## src/hdl/epg_pkg.sv

```systemverilog
// Package of the ellipse point generator: shared types, constants and the
// dot ordering function. No dependencies.
`default_nettype none

package epg_pkg;

  // Width of the dot index within an octant step and the index of the final one.
  localparam int DOT_IDX_W = 3;
  localparam logic [DOT_IDX_W-1:0] LAST_DOT = 3'd7;

  // Status of the shared scaling unit.
  typedef struct packed {
    logic busy;
    logic done;
  } scl_stat_t;

  // Which offset pair a dot uses and which signs it applies.
  typedef struct packed {
    logic second;
    logic neg_h;
    logic neg_v;
  } dot_sel_t;

  // Order: (+,+) (+,-) (-,+) (-,-) for the first pair, then the second pair.
  function automatic dot_sel_t dot_sel(input logic [DOT_IDX_W-1:0] idx);
    dot_sel_t s;
    s.second = idx[2];
    s.neg_h  = idx[1];
    s.neg_v  = idx[0];
    return s;
  endfunction

endpackage

`default_nettype wire

```

## src/hdl/epg_scaler.sv

```systemverilog
// Shared scaling unit: one multiply by the minor radius, then a restoring
// divide by the major radius, one quotient bit a cycle. Uses epg_pkg.
`default_nettype none

module epg_scaler #(
  parameter int RADIUS_BITS = 11
) (
  input  wire logic                   clk,
  input  wire logic                   rst_n,
  input  wire logic                   start,
  input  wire logic [RADIUS_BITS-1:0] operand,
  input  wire logic [RADIUS_BITS-1:0] minor,
  input  wire logic [RADIUS_BITS-1:0] major,
  output logic      [RADIUS_BITS-1:0] quotient,
  output epg_pkg::scl_stat_t          stat
);
  import epg_pkg::*;

  localparam int R     = RADIUS_BITS;
  localparam int CNT_W = $clog2(RADIUS_BITS);
  localparam logic [CNT_W-1:0] CNT_LAST = CNT_W'(RADIUS_BITS - 1);

  logic             busy_r;
  logic             done_r;
  logic [CNT_W-1:0] cnt_r;
  logic [R-1:0]     rem_r;
  logic [R-1:0]     quo_r;

  logic [2*R-1:0]   prod;
  logic [R:0]       trial;
  logic [R:0]       diff;
  logic             fits;
  logic [R-1:0]     rem_nxt;

  // Product of operand and minor radius; operand <= major keeps the high half below major
  assign prod = {{R{1'b0}}, operand} * {{R{1'b0}}, minor};

  // One restoring divide step
  assign trial   = {rem_r, quo_r[R-1]};
  assign diff    = trial - {1'b0, major};
  assign fits    = trial >= {1'b0, major};
  assign rem_nxt = fits ? diff[R-1:0] : trial[R-1:0];

  // Sequencing
  always_ff @(posedge clk) begin
    if (!rst_n) begin
      busy_r <= 1'b0;
      done_r <= 1'b0;
      cnt_r  <= '0;
    end else begin
      done_r <= 1'b0;
      if (start) begin
        busy_r <= 1'b1;
        cnt_r  <= '0;
      end else if (busy_r) begin
        cnt_r <= cnt_r + 1'b1;
        if (cnt_r == CNT_LAST) begin
          busy_r <= 1'b0;
          done_r <= 1'b1;
        end
      end
    end
  end

  // Remainder and quotient shift register
  always_ff @(posedge clk) begin
    if (start) begin
      rem_r <= prod[2*R-1:R];
      quo_r <= prod[R-1:0];
    end else if (busy_r) begin
      rem_r <= rem_nxt;
      quo_r <= {quo_r[R-2:0], fits};
    end
  end

  // Zero major radius means both radii zero: scaled value is 0
  assign quotient  = (major == '0) ? '0 : quo_r;
  assign stat.busy = busy_r;
  assign stat.done = done_r;

endmodule

`default_nettype wire

```

## src/hdl/epg_emitter.sv

```systemverilog
// Dot emitter: holds one step's offsets and sends its eight dots through
// a registered output stage. Uses epg_pkg.
`default_nettype none

module epg_emitter #(
  parameter int COORD_BITS  = 12,
  parameter int RADIUS_BITS = 11,
  parameter int COLOR_BITS  = 24
) (
  input  wire logic                          clk,
  input  wire logic                          rst_n,
  input  wire logic                          load,
  input  wire logic [RADIUS_BITS-1:0]        h1,
  input  wire logic [RADIUS_BITS-1:0]        v1,
  input  wire logic [RADIUS_BITS-1:0]        h2,
  input  wire logic [RADIUS_BITS-1:0]        v2,
  input  wire logic [COORD_BITS-1:0]         cx,
  input  wire logic [COORD_BITS-1:0]         cy,
  input  wire logic [COLOR_BITS-1:0]         color,
  input  wire logic                          final_step,
  output logic                               busy,
  output logic                               out_valid,
  input  wire logic                          out_stall,
  output logic signed [COORD_BITS+1:0]       out_dot_x,
  output logic signed [COORD_BITS+1:0]       out_dot_y,
  output logic [COLOR_BITS-1:0]              out_dot_value,
  output logic                               out_step_last,
  output logic                               out_done_res
);
  import epg_pkg::*;

  localparam int OW = COORD_BITS + 2;
  localparam int SW = ((COORD_BITS > RADIUS_BITS) ? COORD_BITS : RADIUS_BITS) + 2;

  logic                   pend_r;
  logic [DOT_IDX_W-1:0]   idx_r;
  logic                   out_valid_r;
  logic [RADIUS_BITS-1:0] h1_r, v1_r, h2_r, v2_r;
  logic [COORD_BITS-1:0]  cx_r, cy_r;
  logic [COLOR_BITS-1:0]  color_r;
  logic                   final_r;
  logic signed [OW-1:0]   dot_x_r, dot_y_r;
  logic [COLOR_BITS-1:0]  value_r;
  logic                   step_last_r;
  logic                   done_r;

  logic                   out_free;
  dot_sel_t               sel;
  logic [RADIUS_BITS-1:0] h_off, v_off;
  logic signed [SW-1:0]   cx_e, cy_e, h_e, v_e, px, py;

  assign out_free = !out_valid_r || !out_stall;

  // Offsets and signs of the current dot
  assign sel   = dot_sel(idx_r);
  assign h_off = sel.second ? h2_r : h1_r;
  assign v_off = sel.second ? v2_r : v1_r;
  assign cx_e  = signed'({{(SW-COORD_BITS){1'b0}}, cx_r});
  assign cy_e  = signed'({{(SW-COORD_BITS){1'b0}}, cy_r});
  assign h_e   = signed'({{(SW-RADIUS_BITS){1'b0}}, h_off});
  assign v_e   = signed'({{(SW-RADIUS_BITS){1'b0}}, v_off});
  assign px    = sel.neg_h ? (cx_e - h_e) : (cx_e + h_e);
  assign py    = sel.neg_v ? (cy_e - v_e) : (cy_e + v_e);

  // Control: pending step, dot index, output valid
  always_ff @(posedge clk) begin
    if (!rst_n) begin
      pend_r      <= 1'b0;
      idx_r       <= '0;
      out_valid_r <= 1'b0;
    end else begin
      if (load) begin
        pend_r <= 1'b1;
        idx_r  <= '0;
      end else if (pend_r && out_free) begin
        idx_r <= idx_r + 1'b1;
        if (idx_r == LAST_DOT) pend_r <= 1'b0;
      end
      if (out_free) out_valid_r <= pend_r;
    end
  end

  // Step job and output payload
  always_ff @(posedge clk) begin
    if (load) begin
      h1_r    <= h1;
      v1_r    <= v1;
      h2_r    <= h2;
      v2_r    <= v2;
      cx_r    <= cx;
      cy_r    <= cy;
      color_r <= color;
      final_r <= final_step;
    end
    if (pend_r && out_free) begin
      dot_x_r     <= px[OW-1:0];
      dot_y_r     <= py[OW-1:0];
      value_r     <= color_r;
      step_last_r <= (idx_r == LAST_DOT);
      done_r      <= final_r;
    end
  end

  assign busy          = pend_r;
  assign out_valid     = out_valid_r;
  assign out_dot_x     = dot_x_r;
  assign out_dot_y     = dot_y_r;
  assign out_dot_value = value_r;
  assign out_step_last = step_last_r;
  assign out_done_res  = done_r;

endmodule

`default_nettype wire

```

## src/hdl/ellipse_point_generator_unit.sv

```systemverilog
// Top level of the ellipse point generator: step sequencer and walk state.
// Instantiates epg_scaler and epg_emitter; uses epg_pkg.
//
//   channel | ports                                          | direction
//   --------+------------------------------------------------+----------
//   in      | in_valid, in_stall, in_begin_req .. in_dot_color| item in
//   out     | out_valid, out_stall, out_dot_x .. out_done_res | 8 dots out
//
// A step item holds the input through the check state, the two
// multiply-and-divide passes (x, then y) on the shared scaler and the
// hand-off to the emitter. The eight dots leave one a cycle, unless the
// output stalls, while the next item is scaled; a step while idle
// passes the check state, holds the input and emits nothing.
// Output stalls delay only the hand-off once the emitter still holds a step.
// Synchronous reset returns to idle; there is no clearing pass.
`default_nettype none

module ellipse_point_generator_unit #(
  parameter int COORD_BITS  = 12,
  parameter int RADIUS_BITS = 11,
  parameter int COLOR_BITS  = 24
) (
  input  wire logic                    clk,
  input  wire logic                    rst_n,
  input  wire logic                    in_valid,
  output logic                         in_stall,
  input  wire logic                    in_begin_req,
  input  wire logic [COORD_BITS-1:0]   in_center_x,
  input  wire logic [COORD_BITS-1:0]   in_center_y,
  input  wire logic [RADIUS_BITS-1:0]  in_radius_x,
  input  wire logic [RADIUS_BITS-1:0]  in_radius_y,
  input  wire logic [COLOR_BITS-1:0]   in_dot_color,
  output logic                         out_valid,
  input  wire logic                    out_stall,
  output logic signed [COORD_BITS+1:0] out_dot_x,
  output logic signed [COORD_BITS+1:0] out_dot_y,
  output logic [COLOR_BITS-1:0]        out_dot_value,
  output logic                         out_step_last,
  output logic                         out_done_res
);
  import epg_pkg::*;

  localparam int R  = RADIUS_BITS;
  localparam int XW = RADIUS_BITS + 1;
  localparam int EW = RADIUS_BITS + 3;
  localparam logic signed [EW-1:0] ONE = EW'(1);

  typedef enum logic [2:0] {
    ST_IDLE,
    ST_CHECK,
    ST_SCALE_X,
    ST_SCALE_Y,
    ST_DISPATCH
  } state_t;

  state_t                  state_r;
  logic                    active_r;
  logic                    wide_r;
  logic [COORD_BITS-1:0]   cx_r, cy_r;
  logic [R-1:0]            major_r, minor_r;
  logic [COLOR_BITS-1:0]   color_r;
  logic signed [XW-1:0]    wx_r;
  logic [XW-1:0]           wy_r;
  logic signed [EW-1:0]    err_r;
  logic [R-1:0]            sx_r, sy_r;

  logic                    in_take;
  logic                    scl_start;
  logic [R-1:0]            scl_operand;
  logic [R-1:0]            scl_quotient;
  scl_stat_t               scl_stat;
  logic                    emit_busy;
  logic                    emit_load;
  logic                    wide_in;

  logic signed [EW-1:0]    x_e, y_e, err1, nx, ny, ne;
  logic                    wrap, last_step;
  logic [R-1:0]            h1, v1, h2, v2;

  assign in_stall = (state_r != ST_IDLE);
  assign in_take  = in_valid && !in_stall;
  assign wide_in  = in_radius_x > in_radius_y;

  // Scaler launches: x when a step starts, y when x is done
  assign scl_start   = ((state_r == ST_CHECK) && active_r) ||
                       ((state_r == ST_SCALE_X) && scl_stat.done);
  assign scl_operand = (state_r == ST_SCALE_X) ? wy_r[R-1:0] : wx_r[R-1:0];

  // Midpoint walk update
  assign x_e  = EW'(wx_r);
  assign y_e  = signed'({{(EW-XW){1'b0}}, wy_r});
  assign err1 = err_r - ((y_e <<< 1) + ONE);
  assign ny   = y_e + ONE;
  assign wrap = (err1 <= 0);
  assign nx   = wrap ? (x_e - ONE) : x_e;
  assign ne   = wrap ? (err1 + (nx <<< 1)) : err1;
  assign last_step = (nx < ny);

  // Offset pairs for the emitter
  assign h1 = wide_r ? wx_r[R-1:0] : sx_r;
  assign v1 = wide_r ? sy_r        : wy_r[R-1:0];
  assign h2 = wide_r ? wy_r[R-1:0] : sy_r;
  assign v2 = wide_r ? sx_r        : wx_r[R-1:0];

  assign emit_load = (state_r == ST_DISPATCH) && !emit_busy;

  // Sequencer and walk state
  always_ff @(posedge clk) begin
    if (!rst_n) begin
      state_r  <= ST_IDLE;
      active_r <= 1'b0;
      wide_r   <= 1'b0;
      cx_r     <= '0;
      cy_r     <= '0;
      major_r  <= '0;
      minor_r  <= '0;
      color_r  <= '0;
      wx_r     <= '0;
      wy_r     <= '0;
      err_r    <= '0;
      sx_r     <= '0;
      sy_r     <= '0;
    end else begin
      case (state_r)
        ST_IDLE: begin
          if (in_take) begin
            state_r <= ST_CHECK;
            if (in_begin_req) begin
              active_r <= 1'b1;
              wide_r   <= wide_in;
              cx_r     <= in_center_x;
              cy_r     <= in_center_y;
              color_r  <= in_dot_color;
              major_r  <= wide_in ? in_radius_x : in_radius_y;
              minor_r  <= wide_in ? in_radius_y : in_radius_x;
              wx_r     <= signed'({1'b0, wide_in ? in_radius_x : in_radius_y});
              wy_r     <= '0;
              err_r    <= signed'({3'b000, wide_in ? in_radius_x : in_radius_y});
            end
          end
        end
        ST_CHECK: begin
          state_r <= active_r ? ST_SCALE_X : ST_IDLE;
        end
        ST_SCALE_X: begin
          if (scl_stat.done) begin
            sx_r    <= scl_quotient;
            state_r <= ST_SCALE_Y;
          end
        end
        ST_SCALE_Y: begin
          if (scl_stat.done) begin
            sy_r    <= scl_quotient;
            state_r <= ST_DISPATCH;
          end
        end
        ST_DISPATCH: begin
          if (!emit_busy) begin
            wx_r     <= nx[XW-1:0];
            wy_r     <= ny[XW-1:0];
            err_r    <= ne;
            active_r <= !last_step;
            state_r  <= ST_IDLE;
          end
        end
        default: begin
          state_r <= ST_IDLE;
        end
      endcase
    end
  end

  epg_scaler #(
    .RADIUS_BITS(RADIUS_BITS)
  ) u_scaler (
    .clk      (clk),
    .rst_n    (rst_n),
    .start    (scl_start),
    .operand  (scl_operand),
    .minor    (minor_r),
    .major    (major_r),
    .quotient (scl_quotient),
    .stat     (scl_stat)
  );

  epg_emitter #(
    .COORD_BITS (COORD_BITS),
    .RADIUS_BITS(RADIUS_BITS),
    .COLOR_BITS (COLOR_BITS)
  ) u_emitter (
    .clk           (clk),
    .rst_n         (rst_n),
    .load          (emit_load),
    .h1            (h1),
    .v1            (v1),
    .h2            (h2),
    .v2            (v2),
    .cx            (cx_r),
    .cy            (cy_r),
    .color         (color_r),
    .final_step    (last_step),
    .busy          (emit_busy),
    .out_valid     (out_valid),
    .out_stall     (out_stall),
    .out_dot_x     (out_dot_x),
    .out_dot_y     (out_dot_y),
    .out_dot_value (out_dot_value),
    .out_step_last (out_step_last),
    .out_done_res  (out_done_res)
  );

endmodule

`default_nettype wire

```

## config.mk

```make
export PLATFORM = sky130hd
export DESIGN_NAME = ellipse_point_generator_unit
export DESIGN_NICKNAME = d
export VERILOG_FILES = /design/src/hdl/epg_pkg.sv /design/src/hdl/epg_scaler.sv /design/src/hdl/epg_emitter.sv /design/src/hdl/ellipse_point_generator_unit.sv
export SDC_FILE = /design/constraint.sdc
export NUM_CORES = 1
export LEC_CHECK = 0
export BUFFER_PORTS_ARGS = -buffer_cell sky130_fd_sc_hd__buf_4
export CAP_MARGIN = 20
export CORE_MARGIN = 2
export CORE_UTILIZATION = 55
export DETAILED_ROUTE_END_ITERATION = 8
export PLACE_DENSITY = 0.73
export SYNTH_ARGS = -nofsm -noshare
export SYNTH_HDL_FRONTEND = slang
export SYNTH_SLANG_ARGS = --single-unit
```

## constraint.sdc

```tcl
create_clock -name clk -period 7.7 [get_ports clk]
set_clock_uncertainty 0.2 [all_clocks]
set_input_delay 0.385 -clock clk [delete_from_list [all_inputs] [get_ports clk]]
set_output_delay 0.385 -clock clk [all_outputs]
set_load 0.02 [all_outputs]
```

; After elaboration in Yosys (flattened, before gate mapping)
; Cells that the tools add are included.
[op_classes]
add_sub_neg = 12
mul = 1
div = 0
magnitude_cmp = 4
eq_ne = 11
shifts = 0
muxes = 48
bitwise_logic = 2
n_reduce_logical = 28
[op_table]
columns = cell, count
row1 = two-way mux 11 bit, 15
row2 = two-way mux 14 bit, 7
row3 = two-way mux 12 bit, 6
row4 = one-hot mux 12 bit (2 select lines), 2
row5 = one-hot mux 14 bit (2 select lines), 1
row6 = adder 12 x 11 -> 13 bit, 2
row7 = subtractor 12 x 11 -> 13 bit, 2
row8 = multiplier 11 x 11 -> 22 bit, 1
row9 = one-hot mux 3 bit (5 select lines), 1
row10 = adder 13 x 1 -> 14 bit (second input constant), 1
row11 = adder 14 bit, 1
row12 = <= comparator 14 x 1 -> 1 bit (second input constant), 1
row13 = < comparator 14 bit, 1
row14 = subtractor 14 bit, 1
row15 = adder 12 x 1 -> 13 bit (second input constant), 1
row16 = subtractor 12 x 2 -> 13 bit (second input constant), 1
row17 = greater-or-equal comparator 12 x 11 -> 1 bit, 1
row18 = two-way mux 3 bit, 4
row19 = greater-than comparator 11 bit, 1
row20 = zero test 11 bit, 1
row21 = subtractor 11 bit, 1
row22 = two-way mux 1 bit, 10
row23 = AND reduction 4 bit, 2
row24 = nonzero test 2 bit, 4
row25 = other kinds (20), 38
[totals]
reg_bits = 315
latchBits = 0
ram_bits = 0
mem_bits_ro = 0
in_bits = 75
output_inout_bits = 56
word_cells = 140
mem_count = 0

; Logic depth before layout (Yosys ltp)
[depth]
depth_word = 8
mapped_depth = 27
mapped_depth_nobuf = 25

; By module
; A second synthesis with hierarchy kept.
[hier_totals]
hier_cells = 2263
hier_area_um2 = 21498.1
[modules_own_cells]
columns = mod, instances, cells_per_inst, area_each_um2, seq_area_each_um2
row1 = ellipse_point_generator_unit, 1, 1092, 8419.3, 2702.6
row2 = epg_emitter, 1, 500, 7040.5, 4514.3
row3 = epg_scaler, 1, 671, 6038.3, 780.7

; Worst setup path after synthesis
; No wires, ideal clock.
[synth_path]
kind = register to register
startpoint = register state_r[2]
endpoint = register u_scaler.rem_r[9], data pin
setup_time_ns = 0.260
arrival_time_ns = 6.371
required_ns = 7.240
slack_ns = 0.869
path_stages_with_launch = 23
path_buffers = 2
synth_period_minus_slack_ns = 6.831
path_cell_list = dfxtp_1 nand2b_1 nor2_1 clkbuf_1 mux2_2 clkbuf_1 and2_1 fa_1 fa_1 fa_1 fa_1 inv_1 fa_1 inv_1 ha_1 and2_1 a31o_2 a41o_1 o41ai_2 o211ai_1 a31oi_1 xnor2_1 mux2_2
[synth_between]
elab_chain_cells = 4
word_cells_on_any_way = 8
cone_classes = mul (1) / eq/ne (2) / mux (2) / reduce/logical (3)
[synth_lines]
columns = item, line
row1 = from (decl), ellipse_point_generator_unit.sv:56  ; state_t state_r;
row2 = from (signal assigned), ellipse_point_generator_unit.sv:143  ; state_r <= active_r ? ST_SCALE_X : ST_IDLE;
row3 = == test 3 x 2 -> 1 bit or == test 3 x 1 -> 1 bit (tied branches), "ellipse_point_generator_unit.sv:86, ellipse_point_generator_unit.sv:87, ellipse_point_generator_unit.sv:85"
row4 = "two-way mux 11 bit, or another cell as far along", ellipse_point_generator_unit.sv:87  ; assign scl_operand = (state_r == ST_SCALE_X) ? wy_r[R-1:0] : wx_r[R-1:0];
row5 = multiplier 11 x 11 -> 22 bit or logical OR 1 bit (tied branches), "epg_scaler.sv:36, ellipse_point_generator_unit.sv:85"
row6 = two-way mux 11 bit (*), epg_scaler.sv:67  ; if (start) begin
row7 = to (signal assigned), epg_scaler.sv:68  ; rem_r <= prod[2*R-1:R];
row8 = to (signal assigned), epg_scaler.sv:71  ; rem_r <= rem_nxt;
row9 = to (decl), epg_scaler.sv:26  ; logic [R-1:0] rem_r;
; Mark *: on every way between the ends. The rest lies on a longest branch, timed or not.
; A chain may end at the register's enable or synchronous reset.

; Final worst setup path
; Same ends and word-level chain as after synthesis.

==> reports/summary.json <==
{
  "main_combinational_cell_family_by_area_after_synthesis": {"value": "adder cells"},
  "post_synth_num_cell_types": {"value": 76},
  "port-buffer-count": {"value": 130},
  "dp.final_hpwl": {"value": 38100, "unit": "um"},
  "ctsLongestPathBuffers": {"value": 3},
  "pwr-share-clk": {"value": 0.381},
  "synth_top_cells_by_count": {"value": "sky130_fd_sc_hd__nand2_1 (277), sky130_fd_sc_hd__inv_1 (211), sky130_fd_sc_hd__a21oi_1 (179), sky130_fd_sc_hd__edfxtp_1 (169), sky130_fd_sc_hd__ha_1 (168)"},
  "crit_type": {"value": "reg -> reg"},
  "status": {"value": "complete, no violations"},
  "synthesized_area_fraction_occupied_by_xor_and_xnor_cells": {"value": 0.0360},
  "core_area": {"value": 36800, "unit": "um2"},
  "maximum_number_of_pins_on_one_net_before_global_route_repair": {"value": 75},
  "power.static_leakage": {"value": 9.93, "unit": "nW"},
  "avgRoutedWirePerCell": {"value": 18.8, "unit": "um"},
  "ctsHtreeMaxLevel": {"value": 2},
  "post_route_cells_drive_above_1_share": {"value": 0.118},
  "chipHeight": {"value": 198, "unit": "um"},
  "synth.ff_latch_count": {"value": 315},
  "critPathArrivalTime": {"value": 7.38, "unit": "ns"},
  "path_clk_slew": {"value": 0.06, "unit": "ns"},
  "gp_congestion": {"value": 0.951},
  "detailedRoute.firstPassIterationCount": {"value": 6},
  "drtIter0Drc": {"value": 1157},
  "drv.max_cap_violation_count": {"value": 0},
  "seq_power_share": {"value": 0.406},
  "maxSlewHeadroom": {"value": 0.270},
  "floorplan.die_area": {"value": 39100, "unit": "um2"},
  "finalHoldViolations": {"value": 0},
  "crit_required": {"value": 7.80, "unit": "ns"},
  "clk-insertion-delay-late": {"value": 0.55, "unit": "ns"},
  "postSynth.topFlopCell": {"value": "sky130_fd_sc_hd__edfxtp_1"},
  "report.final.setup_viol": {"value": 0},
  "cp_max_fo": {"value": 11},
  "finalCriticalPeriod": {"value": 7.28, "unit": "ns"},
  "syn_nets": {"value": 2518},
  "p_int": {"value": 3.22, "unit": "mW"},
  "synthesis.area_per_instance": {"value": 9.44, "unit": "um2"},
  "worst_r2r_path_depth": {"value": 21},
  "finalMaxSlewViolations": {"value": 0},
  "setup.worst_path.end_class": {"value": "register"},
  "clock_tree_from_tritoncts": {"value": "yes"},
  "unrepaired_setup_endpoints_after_global_routing": {"value": "no"},
  "track_usage": {"value": 0.277},
  "syn2layout_area_growth": {"value": 15.3, "unit": "%"},
  "worst-slew-pin-transition": {"value": 1.08, "unit": "ns"},
  "cts_buffers": {"value": 36},
  "synth_cells": {"value": 2188},
  "final_min_period_over_clock_period": {"value": 0.946},
  "whs_endpoint": {"value": "minor_r[10]"},
  "p_comb_frac": {"value": 0.213},
  "synth.yosys.seq_area_share": {"value": 0.387},
  "r2r_setup_slack": {"value": 0.42, "unit": "ns"},
  "via_count_of_the_first_global_routing_pass": {"value": 16400},
  "design.portCount": {"value": 131},
  "post-synth-top-area-cell": {"value": "sky130_fd_sc_hd__edfxtp_1"},
  "p_sw_frac": {"value": 0.291},
  "wire_length_of_the_first_global_routing_pass": {"value": 85500, "unit": "um"},
  "cts_root_buf": {"value": "sky130_fd_sc_hd__clkbuf_16"},
  "timing.rr.end": {"value": "u_scaler.rem_r[9]"},
  "final_net_count": {"value": 2662},
  "placed_cells_incl_taps": {"value": 2691},
  "post_synth_edffs": {"value": 169},
  "wirelength": {"value": 53100, "unit": "um"},
  "route.vias.total": {"value": 16400},
  "share_of_synthesized_cell_area_in_full_adder_half_adder_and_majority_cells": {"value": 0.186},
  "min_from": {"value": "in_radius_y[10]"},
  "yosys.area_share.simple": {"value": 0.146},
  "clock_sink_count": {"value": 315},
  "p_switching": {"value": 1.32, "unit": "mW"},
  "synth-compound-area-share": {"value": 0.142},
  "source_of_the_worst_register_to_register_timing_path": {"value": "state_r[2]"},
  "synth.most_common_cell": {"value": "sky130_fd_sc_hd__nand2_1"},
  "async_reset_ff_frac": {"value": 0},
  "power-per-cell-area": {"value": 191, "unit": "nW/um2"},
  "synth_top_area_share": {"value": 0.246},
  "cts_resized": {"value": 0},
  "drc": {"value": 0},
  "global_route.overflow_total": {"value": 0},
  "ys_top_cells_by_area": {"value": "sky130_fd_sc_hd__edfxtp_1 (25%), sky130_fd_sc_hd__dfxtp_1 (14%), sky130_fd_sc_hd__ha_1 (10%)"},
  "min_delay_path_depth": {"value": 3},
  "proportion_of_synthesized_area_in_mux_cells": {"value": 0.0422},
  "hold_path_class": {"value": "in -> reg"},
  "start_kind": {"value": "register"},
  "fin_setup_tns": {"value": 0, "unit": "ns"},
  "post_drt_via_cell_ratio": {"value": 5.80},
  "postRouteAntennaNets": {"value": 0},
  "initial_antenna_violation_count": {"value": 0},
  "initial_core_util": {"value": 0.561},
  "vdd_drop_max": {"value": 145, "unit": "uV"},
  "achievable-frequency": {"value": 0.137, "unit": "GHz"},
  "yosysWarningCount": {"value": 0},
  "syn_area": {"value": 20700, "unit": "um2"},
  "die_width": {"value": 198, "unit": "um"},
  "std_cell_rows": {"value": 70},
  "non_filler_cells_in_the_finished_layout": {"value": 2827}
}
through the flow:
stage	util	hold WS, ns	power (mW)	cell area, um2	worst slack [ns]
after CTS	0.647	0.0275	4.54	23800	0.450
final	0.648	0.0456	4.54	23800	0.416
after detailed placement	0.596	0.206	2.80	21900	0.495
after global placement	0.596	0.202	2.77	21900	0.638
after floorplan	-	0.200	2.56	20700	0.869
after global routing	0.647	0.0584	4.74	23800	0.0100
worst max-delay path, stage by stage (launching register included):
cell and delay [ns]:
sky130_fd_sc_hd__dfxtp_1 0.36, sky130_fd_sc_hd__nand2b_1 0.19, sky130_fd_sc_hd__nor2_1 0.52, sky130_fd_sc_hd__buf_4 0.28, sky130_fd_sc_hd__mux2_2 0.44, sky130_fd_sc_hd__and2_1 0.21
sky130_fd_sc_hd__fa_1 0.55, sky130_fd_sc_hd__fa_1 0.45, sky130_fd_sc_hd__fa_1 0.52, sky130_fd_sc_hd__fa_1 0.55, sky130_fd_sc_hd__inv_1 0.05, sky130_fd_sc_hd__fa_1 0.53
sky130_fd_sc_hd__inv_1 0.04, sky130_fd_sc_hd__ha_1 0.36, sky130_fd_sc_hd__and2_1 0.20, sky130_fd_sc_hd__a31o_2 0.21, sky130_fd_sc_hd__a41o_1 0.23, sky130_fd_sc_hd__o41ai_2 0.42
sky130_fd_sc_hd__o211ai_1 0.17, sky130_fd_sc_hd__a31oi_1 0.22, sky130_fd_sc_hd__xnor2_1 0.08, sky130_fd_sc_hd__mux2_2 0.25
routing by layer:
metal,global-route usage,vias to the layer above,part of all wire
met1,0.362,7882,0.43
met3,0.0433,140,0.063
met4,0.130,0,0.045
met2,0.452,558,0.46
li1,-,7813,-
met5,0,-,0
layout by cell type, fill, tap and decap left out, types with 78 or more instances in the layout:
master / n
sky130_fd_sc_hd__dfxtp_1: 145
sky130_fd_sc_hd__ha_1: 168
sky130_fd_sc_hd__and2_1: 78
sky130_fd_sc_hd__nor2_1: 118
sky130_fd_sc_hd__inv_1: 210
sky130_fd_sc_hd__fa_1: 87
sky130_fd_sc_hd__edfxtp_1: 169
sky130_fd_sc_hd__o21ai_0: 118
sky130_fd_sc_hd__a21oi_1: 179
sky130_fd_sc_hd__buf_4: 148
sky130_fd_sc_hd__nand2_1: 277
how the worst max path moves through the flow:
| stage | start | endpoint | slack [ns] | cells past startpoint |
|---|---|---|---|---|
| after floorplan | state_r[2] | u_scaler.rem_r[9] | 0.87 | 22 |
| after global placement | state_r[2] | u_scaler.rem_r[9] | 0.64 | 21 |
| after detailed placement | state_r[1] | u_scaler.rem_r[9] | 0.50 | 21 |
| after CTS | state_r[1] | u_scaler.rem_r[9] | 0.45 | 21 |
| after global routing | state_r[1] | u_scaler.rem_r[9] | 0.01 | 21 |
| final | state_r[2] | u_scaler.rem_r[9] | 0.42 | 21 |
kinds of logic (layout without fill, tap and decap cells):
logic type | Yosys count | count (layout)
muxes | 81 | 81
other | 0 | 1
buffers and inverters | 326 | 496
adders and majority gates | 255 | 255
xor gates and xnor gates | 85 | 85
and+or+nand+nor | 647 | 647
AOI/OAI and AO/OA | 479 | 479
DFF | 315 | 315
power by group through the flow:
stage          Clock (mW)  Combinational (mW)  Sequential, mW
5_1_grt              1.82                1.08            1.85
3_5_place_dp            0               0.919            1.88
4_1_cts              1.75               0.955            1.84
2_1_floorplan           0               0.711            1.85
6_report             1.73               0.968            1.84
3_3_place_gp            0               0.896            1.88
final cells by class:
type,count,area (um2)
Timing Repair Buffer,219,1820
Antenna cell,1,2.50
Clock inverter,23,256
Tap cell,468,586
Clock buffer,41,930
Sequential cell,315,8000
Inverter,213,803
Fill cell,2944,13000
Multi-Input combinational cell,1547,11400
registers in the layout, indices dropped and copies added (netlist names), 4 cells and up:
name / count
u_emitter.h1_r: 11
err_r: 14
color_r: 24
u_emitter.out_dot_x: 14
u_emitter.out_dot_y: 14
u_emitter.cx_r: 12
u_emitter.h2_r: 11
minor_r: 11
u_emitter.out_dot_value: 24
u_scaler.quo_r: 11
major_r: 11
u_emitter.v2_r: 11
u_scaler.cnt_r: 4
u_emitter.color_r: 24
sx_r: 11
u_emitter.cy_r: 12
cy_r: 12
sy_r: 11
u_emitter.v1_r: 11
wy_r: 12
cx_r: 12
wx_r: 12
u_scaler.rem_r: 11
timing repair:
item | 4_1_cts | 5_1_grt
hold buffers | 70 | 0
buffers inserted | 0 | 0
endpoints found under the hold margin | 60 | 0
(Power assumes the default switching activity.)
